===== config.mk =====
export PLATFORM = sky130hd
export DESIGN_NAME = multi_channel_input_capture_core
export DESIGN_NICKNAME = d
export VERILOG_FILES = /design/src/rtl/mcic_pkg.sv /design/src/rtl/mcic_ram.sv /design/src/rtl/multi_channel_input_capture_core.sv
export SDC_FILE = /design/constraint.sdc
export NUM_CORES = 1
export LEC_CHECK = 0
export ABC_AREA = 0
export BUFFER_PORTS_ARGS = -buffer_cell sky130_fd_sc_hd__clkbuf_2
export CORE_AREA = 2 2 154 156
export DETAILED_ROUTE_END_ITERATION = 16
export DIE_AREA = 0 0 156 158
export GPL_ROUTABILITY_DRIVEN = 0
export PLACE_DENSITY = 0.75
export SYNTH_ARGS = -nofsm -noshare
export SYNTH_HDL_FRONTEND = slang
export SYNTH_SLANG_ARGS = --single-unit

===== constraint.sdc =====
create_clock -name clk -period 7.1 [get_ports clk]
set_input_delay 1.42 -clock clk [delete_from_list [all_inputs] [get_ports clk]]
set_output_delay 1.42 -clock clk [all_outputs]
set_load 0.005 [all_outputs]

===== src/rtl/mcic_pkg.sv =====
`timescale 1ns / 1ps
// ----------------------------------------------------------------------------
// mcic_pkg
// Types, codes and constants shared by the input capture core and its tests
// ----------------------------------------------------------------------------
package mcic_pkg;

	// default number of capture channels
	localparam int NUM_CHANNELS = 4;

	// width of the free-running counter feeding the capture inputs
	localparam int COUNTER_BITS = 16;

	// measurement keeps the low bits of the counter difference
	localparam int MEAS_BITS = (COUNTER_BITS < 16) ? COUNTER_BITS : 16;
	localparam logic [15:0] MEAS_MASK = 16'((32'd1 << MEAS_BITS) - 32'd1);

	// item opcodes
	typedef enum logic [1:0] {
		OP_CAPTURE = 2'd0,
		OP_ARM     = 2'd1,
		OP_STOP    = 2'd2,
		OP_READ    = 2'd3
	} opcode_t;

	// result status codes
	typedef enum logic [1:0] {
		STAT_OK          = 2'd0,
		STAT_IGNORED     = 2'd1,
		STAT_UNSUPPORTED = 2'd2,
		STAT_RSVD        = 2'd3
	} status_t;

	// per-channel capture modes
	typedef enum logic [1:0] {
		MODE_RISING  = 2'd0,
		MODE_FALLING = 2'd1,
		MODE_PULSE   = 2'd2,
		MODE_FREQ    = 2'd3
	} mode_t;

	// configuration register indexes
	typedef enum logic [1:0] {
		REG_CHANNEL_MODES = 2'd0,
		REG_ONE_SHOT_MASK = 2'd1,
		REG_AUTO_RELOAD   = 2'd2,
		REG_NONE          = 2'd3
	} cfg_reg_t;

	// input item
	typedef struct packed {
		opcode_t     opcode;
		logic [1:0]  channel;
		logic [15:0] captured_value;
	} cmd_t;

	// result item
	typedef struct packed {
		logic [1:0]  result_channel;
		logic [15:0] measurement;
		logic        measurement_valid;
		status_t     status;
		logic        sense_falling;
		logic        channel_active;
	} res_t;

	// per-channel entry held in the state memory
	typedef struct packed {
		logic [15:0] previous_capture;
		logic        awaiting_falling;
		logic [15:0] last_measurement;
	} entry_t;

endpackage


===== src/rtl/mcic_ram.sv =====
`timescale 1ns / 1ps
// ----------------------------------------------------------------------------
// mcic_ram
// Generic simple dual-port RAM, one write port, one registered read port
// ----------------------------------------------------------------------------
module mcic_ram #(
	parameter int WIDTH = 8,
	parameter int DEPTH = 4,
	localparam int AW = (DEPTH > 1) ? $clog2(DEPTH) : 1
) (
	input  logic             clk,
	input  logic             we,
	input  logic [AW-1:0]    waddr,
	input  logic [WIDTH-1:0] wdata,
	input  logic             re,
	input  logic [AW-1:0]    raddr,
	output logic [WIDTH-1:0] rdata
);

	logic [WIDTH-1:0] mem [DEPTH];

	// write port
	always_ff @(posedge clk) begin
		if (we) begin
			mem[waddr] <= wdata;
		end
	end

	// registered read, old data on a same-address write
	always_ff @(posedge clk) begin
		if (re) begin
			rdata <= mem[raddr];
		end
	end

endmodule


===== src/rtl/multi_channel_input_capture_core.sv =====
`timescale 1ns / 1ps
// ----------------------------------------------------------------------------
// multi_channel_input_capture_core
// Per-channel timer input capture: edge interval, pulse width, one-shot
//
//   channel | handshake           | payload                  | direction
//   --------+---------------------+--------------------------+----------
//   cmd     | cmd_valid/cmd_stall | cmd_t (opcode, channel,  | in
//           |                     | captured_value)          |
//   res     | res_valid/res_stall | res_t                    | out
//   cfg     | cfg_valid/cfg_ready | cfg_index, cfg_data      | in
//
// One item per cycle unless res stalls; each item gives one result in the
// output register after the update stage (state memory read, then update).
// Back-to-back items on the same channel are served by a write-forwarding
// register in front of the memory read data.
// Reset clears modes, one-shot mask, armed flags and entry valid bits, sets
// reload to FFFF; unwritten entries read as zero and need no clearing pass.
// A stalled output holds the update stage, which in turn stalls cmd.
// ----------------------------------------------------------------------------
module multi_channel_input_capture_core
	import mcic_pkg::*;
#(
	parameter int CHANNELS = NUM_CHANNELS
) (
	input  logic        clk,
	input  logic        arst_n,
	input  logic        cmd_valid,
	output logic        cmd_stall,
	input  cmd_t        cmd,
	output logic        res_valid,
	input  logic        res_stall,
	output res_t        res,
	input  logic        cfg_valid,
	output logic        cfg_ready,
	input  cfg_reg_t    cfg_index,
	input  logic [15:0] cfg_data
);

	localparam int AW = (CHANNELS > 1) ? $clog2(CHANNELS) : 1;
	localparam int EW = $bits(entry_t);

	// counter difference wrapping through the reload value
	function automatic logic [15:0] wrap_diff(logic [15:0] now, logic [15:0] prev,
		logic [15:0] reload);
		logic [15:0] d;
		if (now >= prev) begin
			d = now - prev;
		end else begin
			d = reload - prev + now + 16'd1;
		end
		return d & MEAS_MASK;
	endfunction

	// configuration registers
	logic [7:0]  modes_q;
	logic [3:0]  single_mask_q;
	logic [15:0] reload_q;

	assign cfg_ready = 1'b1;

	always_ff @(posedge clk or negedge arst_n) begin
		if (!arst_n) begin
			modes_q       <= '0;
			single_mask_q <= '0;
			reload_q      <= 16'hFFFF;
		end else if (cfg_valid) begin
			case (cfg_index)
				REG_CHANNEL_MODES: modes_q       <= cfg_data[7:0];
				REG_ONE_SHOT_MASK: single_mask_q <= cfg_data[3:0];
				REG_AUTO_RELOAD:   reload_q      <= cfg_data;
				default: ;
			endcase
		end
	end

	// pipeline control
	logic   s1_valid_q;
	cmd_t   cmd_s1;
	logic   res_valid_q;
	res_t   res_q;
	logic   s1_adv;
	logic   s1_fire;
	logic   accept;

	assign s1_adv    = !res_valid_q || !res_stall;
	assign s1_fire   = s1_valid_q && s1_adv;
	assign cmd_stall = s1_valid_q && !s1_adv;
	assign accept    = cmd_valid && !cmd_stall;

	always_ff @(posedge clk or negedge arst_n) begin
		if (!arst_n) begin
			s1_valid_q <= 1'b0;
		end else if (accept) begin
			s1_valid_q <= 1'b1;
		end else if (s1_adv) begin
			s1_valid_q <= 1'b0;
		end
	end

	always_ff @(posedge clk) begin
		if (accept) begin
			cmd_s1 <= cmd;
		end
	end

	// state memory
	logic          ram_we;
	logic [AW-1:0] ram_waddr;
	entry_t        ram_wdata;
	logic [EW-1:0] ram_rdata;

	mcic_ram #(
		.WIDTH (EW),
		.DEPTH (CHANNELS)
	) u_state_ram (
		.clk   (clk),
		.we    (ram_we),
		.waddr (ram_waddr),
		.wdata (ram_wdata),
		.re    (accept),
		.raddr (AW'(cmd.channel)),
		.rdata (ram_rdata)
	);

	// entry valid bits, armed flags and write forwarding
	logic [CHANNELS-1:0] vld_q;
	logic [CHANNELS-1:0] armed_q;
	logic                fwd_valid_q;
	logic [AW-1:0]       fwd_idx_q;
	entry_t              fwd_data_q;

	// update stage signals
	logic [AW-1:0] idx_s1;
	logic          in_range;
	logic          fwd_hit;
	entry_t        cur;
	entry_t        nxt;
	logic          armed_cur;
	logic          armed_nxt;
	logic          write_entry;
	mode_t         mode;
	logic          single_run;
	logic [15:0]   diff;
	res_t          res_next;

	assign idx_s1     = AW'(cmd_s1.channel);
	assign in_range   = int'(cmd_s1.channel) < CHANNELS;
	assign fwd_hit    = fwd_valid_q && (fwd_idx_q == idx_s1);
	assign mode       = mode_t'(modes_q[2*cmd_s1.channel +: 2]);
	assign single_run = single_mask_q[cmd_s1.channel];

	// current entry: latest write, else memory, else reset value
	always_comb begin
		if (!in_range) begin
			cur       = '0;
			armed_cur = 1'b0;
		end else begin
			armed_cur = armed_q[idx_s1];
			if (fwd_hit) begin
				cur = fwd_data_q;
			end else if (vld_q[idx_s1]) begin
				cur = entry_t'(ram_rdata);
			end else begin
				cur = '0;
			end
		end
	end

	assign diff = wrap_diff(cmd_s1.captured_value, cur.previous_capture, reload_q);

	// per-opcode update
	always_comb begin
		nxt         = cur;
		armed_nxt   = armed_cur;
		write_entry = 1'b0;
		res_next    = '0;
		res_next.result_channel = cmd_s1.channel;
		res_next.status         = STAT_OK;
		if (!in_range) begin
			res_next.status = STAT_IGNORED;
		end else begin
			case (cmd_s1.opcode)
				OP_CAPTURE: begin
					if (!armed_cur) begin
						res_next.status = STAT_IGNORED;
					end else if (mode == MODE_FREQ) begin
						res_next.status = STAT_UNSUPPORTED;
					end else if (mode inside {MODE_RISING, MODE_FALLING}) begin
						write_entry                = 1'b1;
						nxt.previous_capture       = cmd_s1.captured_value;
						nxt.last_measurement       = diff;
						res_next.measurement       = diff;
						res_next.measurement_valid = 1'b1;
					end else if (!cur.awaiting_falling) begin
						write_entry          = 1'b1;
						nxt.previous_capture = cmd_s1.captured_value;
						nxt.awaiting_falling = 1'b1;
					end else begin
						write_entry                = 1'b1;
						nxt.last_measurement       = diff;
						nxt.awaiting_falling       = 1'b0;
						res_next.measurement       = diff;
						res_next.measurement_valid = 1'b1;
					end
					if (res_next.measurement_valid && single_run) begin
						armed_nxt = 1'b0;
					end
				end
				OP_ARM: begin
					if (mode == MODE_FREQ) begin
						res_next.status = STAT_UNSUPPORTED;
					end else begin
						write_entry = 1'b1;
						nxt         = '0;
						armed_nxt   = 1'b1;
					end
				end
				OP_STOP: begin
					write_entry = 1'b1;
					nxt         = '0;
					armed_nxt   = 1'b0;
				end
				OP_READ: begin
					if (mode == MODE_FREQ) begin
						res_next.status = STAT_UNSUPPORTED;
					end else begin
						res_next.measurement = cur.last_measurement;
					end
				end
				default: ;
			endcase
			res_next.sense_falling  = nxt.awaiting_falling;
			res_next.channel_active = armed_nxt;
		end
	end

	assign ram_we    = s1_fire && write_entry;
	assign ram_waddr = idx_s1;
	assign ram_wdata = nxt;

	// valid bits, armed flags and forwarding register
	always_ff @(posedge clk or negedge arst_n) begin
		if (!arst_n) begin
			vld_q       <= '0;
			armed_q     <= '0;
			fwd_valid_q <= 1'b0;
		end else if (s1_fire && in_range) begin
			armed_q[idx_s1] <= armed_nxt;
			if (write_entry) begin
				vld_q[idx_s1] <= 1'b1;
				fwd_valid_q   <= 1'b1;
			end
		end
	end

	always_ff @(posedge clk) begin
		if (ram_we) begin
			fwd_idx_q  <= idx_s1;
			fwd_data_q <= nxt;
		end
	end

	// output register
	always_ff @(posedge clk or negedge arst_n) begin
		if (!arst_n) begin
			res_valid_q <= 1'b0;
		end else if (s1_fire) begin
			res_valid_q <= 1'b1;
		end else if (!res_stall) begin
			res_valid_q <= 1'b0;
		end
	end

	always_ff @(posedge clk) begin
		if (s1_fire) begin
			res_q <= res_next;
		end
	end

	assign res_valid = res_valid_q;
	assign res       = res_q;

	// a completed measurement always carries ok status
	assert property (@(posedge clk) disable iff (!arst_n)
		res_valid && res.measurement_valid |-> res.status == STAT_OK)
		else $error("measurement reported with non-ok status");

	// input is only held off while the update stage is occupied
	assert property (@(posedge clk) disable iff (!arst_n)
		cmd_stall |-> s1_valid_q)
		else $error("stall without an item in the update stage");

	// a write colliding with a read of the same entry is forwarded next cycle
	assert property (@(posedge clk) disable iff (!arst_n)
		ram_we && accept && (ram_waddr == AW'(cmd.channel)) |=> fwd_hit)
		else $error("same-entry write and read not forwarded");

	// armed flag follows the reported channel_active
	assert property (@(posedge clk) disable iff (!arst_n)
		s1_fire && in_range |=> armed_q[$past(idx_s1)] == $past(res_next.channel_active))
		else $error("armed flag differs from reported channel_active");

endmodule

**Yosys cells after proc, flatten, opt, wreduce, memory -nomap -nowiden**

Memory sizes are Yosys's and may differ from the RTL's. A register that Yosys moved wholly into a read port is not among the register bits.
Cells that the tools add are included.

- Register bits: 117
- Latch bits: 0
- Memory bits (writable): 132
- Bits in read-only memories: 0
- Logic and storage cells: 106
- Memories kept: 1

- Add/sub/neg operators: 4
- $mul: 0
- Divide/modulo/power cells: 0
- $lt $le $gt $ge: 3
- Eq/ne operators: 9
- Shift-type cells: 1
- Muxes and demuxes: 44
- Bitwise operators: 1
- Reduce and logical (&&, ||, !) cells: 22

Memory list:

| memory | depth | bits a word | read ports | clocked after memory_dff | write ports | RTL line | text |
|---|---|---|---|---|---|---|---|
| u_state_ram.mem | 4 | 33 | 1 | 1 | 1 | mcic_ram.sv:20 | `logic [WIDTH-1:0] mem [DEPTH];` |

Operators by type and width:

| kind | count |
|---|---|
| 2-to-1 mux 33 bit | 5 |
| one-hot mux 33 bit (3 select lines) | 1 |
| 2-to-1 mux 16 bit | 6 |
| 2-to-1 mux 17 bit | 5 |
| one-hot mux 16 bit (2 select lines) | 1 |
| subtractor 16 bit | 2 |
| adder 16 x 1 -> 16 bit (second input constant) | 1 |
| adder 16 bit | 1 |
| >= comparator 16 bit | 1 |
| 2-to-1 mux 1 bit | 16 |
| equality test 2 bit (second input constant) | 4 |
| AND reduction 2 bit | 4 |
| indexed part select 8 x 4 -> 2 bit | 1 |
| logical AND 1 bit | 7 |
| binary-select mux 1 bit (select 2 bit) | 3 |
| equality test 2 x 1 -> 1 bit (second input constant) | 3 |
| zero test 2 bit | 3 |
| one-hot mux 1 bit (3 select lines) | 2 |
| bitwise mux 4 bit | 1 |
| zero test 1 bit | 4 |
| 2-to-1 mux 2 bit | 2 |
| OR 4 bit | 1 |
| one-hot mux 2 bit (2 select lines) | 1 |
| nonzero test 2 bit | 2 |
| other kinds (7) | 7 |

**Logic depth before layout (Yosys ltp)**

- Word-level depth: 17
- Depth in mapped cells: 21
- Gate-level depth less buffers: 18

**Cells and area by module**

Synthesis repeated with hierarchy kept, for this count alone.

- Cell total of the unflattened synthesis: 947
- Area total of the unflattened synthesis: 13491.7 um^2

Modules (own cells, without submodules):

| module | times used | cells an instance | area each (um^2) | seq. area each (um^2) |
|---|---|---|---|---|
| multi_channel_input_capture_core | 1 | 737 | 7661.1 | 3338.2 |
| mcic_ram | 1 | 210 | 5830.6 | 4954.8 |

**Least setup slack after synthesis**

OpenSTA, ideal clock, no wires.

- Path kind: input to register
- From: input port res_stall
- To: memory u_state_ram.mem[0][0] (netlist name) (enable)
- Data arrival time: 4.319 ns
- Required time: 6.634 ns
- Setup slack: 2.315 ns
- Stages: 4
- Path buffers: 0
- Cell sequence: nand2_1 -> nand2_1 -> or3_1 -> nor3_1

- Cells in the longest elaborated chain, start to end: 6

RTL lines:

| element | RTL line | text |
|---|---|---|
| start, declared | multi_channel_input_capture_core.sv:32 | `input logic res_stall,` |
| zero test 1 bit | n/a |  |
| logical OR 1 bit | multi_channel_input_capture_core.sv:86 | `assign s1_adv = !res_valid_q \|\| !res_stall;` |
| logical AND 1 bit | multi_channel_input_capture_core.sv:87 | `assign s1_fire = s1_valid_q && s1_adv;` |
| logical AND 1 bit | multi_channel_input_capture_core.sv:238 | `assign ram_we = s1_fire && write_entry;` |
| 2-to-1 mux 1 bit | mcic_ram.sv:24 | `if (we) begin` |
| 2-to-1 mux 1 bit (implied by the code) | mcic_ram.sv:25 | `mem[waddr] <= wdata;` |
| end, declared | mcic_ram.sv:20 |  |

No other way between the ends.

==> results by group <==
Outcome
  – Result of the run: completed

Placement
  – # port buffers: 67
  – Placed cell count: 1208
  – DPL Wire Length: 19.0 mm

Synthesis
  – Register area share after synthesis: 63.0%
  – Seq cells post-synth: 282
  – Syn_nets: 960
  – Library cells used by synthesis: 74
  – Avg Cell Area, Syn: 15.2 um2
  – Synth warnings: 0
  – Post-synth EDFFs: 243
  – Post-Syn Area: 0.0132 mm2
  – Fraction of registers with async set/reset: 13.8%
  – Cells after Synth: 869
  – Main synth FF type: edfxtp_1

Layout
  – Most common cell after layout, fill and taps aside: edfxtp_1
  – Ant diodes: 0
  – Most frequent cells in the layout: edfxtp_1 (243), clkbuf_2 (67), nand2_1 (45)
  – Fill cells: 1620
  – Area grow syn2layout: 12.8%
  – Reg area: 0.00829 mm2
  – Finished Layout Cells: 1261
  – Multi-input gate area: 0.00462 mm2
  – Final #Nets: 1040
  – Core Util, Final: 64.4%
  – Layout cells sized above 1: 24.9%

Timing
  – Max-slew violations: 0
  – Final Hold Fails: 0
  – Final Cycle Share: 82.7%
  – Final setup fails: 0
  – FMAX: 170 MHz
  – Tmin final: 5.87 ns
  – RSZ-0062 raised after global routing: no
  – Worst-margin pin slew: 1.16 ns
  – Setup TNS: 0 ns
  – Slew margin rel.: 22.5%
  – Skew final: 0.0168 ns

Routing
  – Final antenna-violating net count: 0
  – TritonRoute pass-1 iters: 5
  – WL/cell: 23.0 um
  – Vias: 7815
  – Final WL: 29.0 mm
  – Vias per inst: 6.20
  – Drt drc: 0
  – Initial DRC count: 648

CTS
  – Max Buffers Root-to-Sink: 3
  – H-tree depth: 1
  – CTS tree: built
  – Clk sinks: 282
  – Post-CTS setup buffer count: 0
  – Hold_buf cts: 0
  – Clock slew at reported path FFs: 0.06 ns
  – Total CTS buffers: 29
  – Root buffer cell: clkbuf_16
  – Resize count post-CTS: 0
  – Clock Latency Late Sink: 0.54 ns

Power and ir drop
  – Overall power: 5.00 mW
  – Pwr dens: 336 mW/mm2
  – Worst VDD drop: 204 uV
  – Static Leak: 5.48 nW

Worst setup path
  – Critical path's top delay family: compound AO/OA/AOI/OAI gates
  – Crit-path cells: mux4_2 > and2_1 > buf_4 > a22oi_1 > inv_1 > ha_1 > inv_1 > ha_1 > o21a_1 > o21a_1 > o21ai_0 > a21oi_1 > o21ai_0 > o21bai_1 > a221oi_1 > xnor2_1 > a31oi_1 > o21ai_1
  – Cells on worst reg2reg path: 18
  – Worst setup SP type: register
  – Crit path DAT: 6.19 ns
  – R2r setup slk: 1.23 ns
  – Slowest-stage cell, CP: edfxtp_1
  – CP required: 7.41 ns
  – Crit path max fanout: 26
  – Worst setup EP type: register
  – Worst R2R Start: idx_s1[0]
  – CP Class: register to register
  – Crit path buf inv count: 3
  – Critical Path Max Stage Delay: 0.83 ns
  – FF-to-FF End: u_state_ram.mem[1][15]

Die
  – Cell Rows: 56
  – I/O pin total: 69
  – Initial Util: 57.1%
  – Die area: 0.0246 mm2
  – Core region area: 0.0231 mm2
  – Die Y-Extent: 158 um
  – DIE WIDTH: 156 um

Worst hold path
  – WHS Endpoint: res_valid
  – Hold path start: s1_valid_q
  – Hold depth: 1
  – Min-Delay Path Class: register to register

Global routing
  – Total track usage: 24.1%
  – Initial antenna violation count: 0
  – Total gr overflow: 0
  – Largest net degree at the start of global routing: 54
  – Vias in the first global route: 7965
  – First-pass GRT wire length: 44.6 mm

Flow run
  – Max_cap viols: 0
==> synthesized netlist by cell type, drive strengths merged, types with 18 or more instances <==
| cell type | count | area share [%] |
|---|---|---|
| o21ai | 52 | 2.0 |
| mux4 | 37 | 6.3 |
| a22oi | 20 | 1.1 |
| dfrtp | 23 | 4.4 |
| nor2 | 24 | 0.70 |
| nand2 | 47 | 1.4 |
| clkbuf | 18 | 0.51 |
| edfxtp | 243 | 55 |
| a21oi | 25 | 1.1 |
| mux2 | 33 | 2.8 |
| inv | 36 | 1.0 |
| xnor2 | 29 | 1.9 |
| ha | 39 | 3.7 |
==> where the power goes <==
part           leakage [nW]  internal, mW  switching, mW
clock network         0.490         0.965          0.625
logic                  2.27         0.542          0.814
registers              2.72          1.98         0.0702
total                  5.48          3.49           1.51
==> logic make-up after synthesis <==
family | share of synthesized area (%)
DFF | 63.0
AOI/OAI and AO/OA | 10.8
and+or+nand+nor | 5.69
muxes | 9.98
buffers and inverters | 2.22
adders and majority gates | 5.23
xor gates and xnor gates | 3.11
other | 0.0285
==> through the flow <==
stage | worst slack (ns) | instance area, um2 | hold WS [ns]
floorplan | 2.32 | 13200 | 0.446
global placement | 1.51 | 13900 | 0.475
detailed placement | 1.37 | 13900 | 0.494
CTS | 1.34 | 14900 | 0.503
global route | 0.851 | 14900 | 0.518
finish | 1.23 | 14900 | 0.494
==> cell type report <==
class | count | area share, %
Clock buffer | 31 | 4.94
Clock inverter | 22 | 1.80
Inverter | 36 | 0.910
Multi-Input combinational cell | 519 | 31.1
Sequential cell | 282 | 55.8
Tap cell | 290 | 2.44
Timing Repair Buffer | 81 | 2.96
==> how the worst max path moves through the flow <==
stage,start,to,slack [ns],cells past startpoint
global placement,idx_s1[0],u_state_ram.mem[0][15],1.51,18
floorplan,res_stall,u_state_ram.mem[0][0],2.32,4
finish,idx_s1[0],u_state_ram.mem[1][15],1.23,18
detailed placement,idx_s1[0],u_state_ram.mem[1][15],1.37,18
global route,idx_s1[1],u_state_ram.mem[0][6],0.85,14
CTS,idx_s1[0],u_state_ram.mem[1][15],1.34,18
==> flip-flops by register name, summed over array words and instances (netlist names), 2 cells and up <==
name	cells
idx_s1	2
modes_q	8
reload_q	16
fwd_idx_q	2
cmd_s1	18
fwd_data_q	33
vld_q	4
u_state_ram.rdata	33
single_mask_q	4
res	23
u_state_ram.mem	132
armed_q	4
==> layer usage <==
metal	routed length [um]	up-vias	track usage [%]
li1	-	3546	-
met1	12400	3925	33.2
met2	13700	284	39.8
met3	1950	60	3.67
met4	895	0	8.08
met5	0	-	0
No activity file was read; power rests on OpenSTA's default activity.
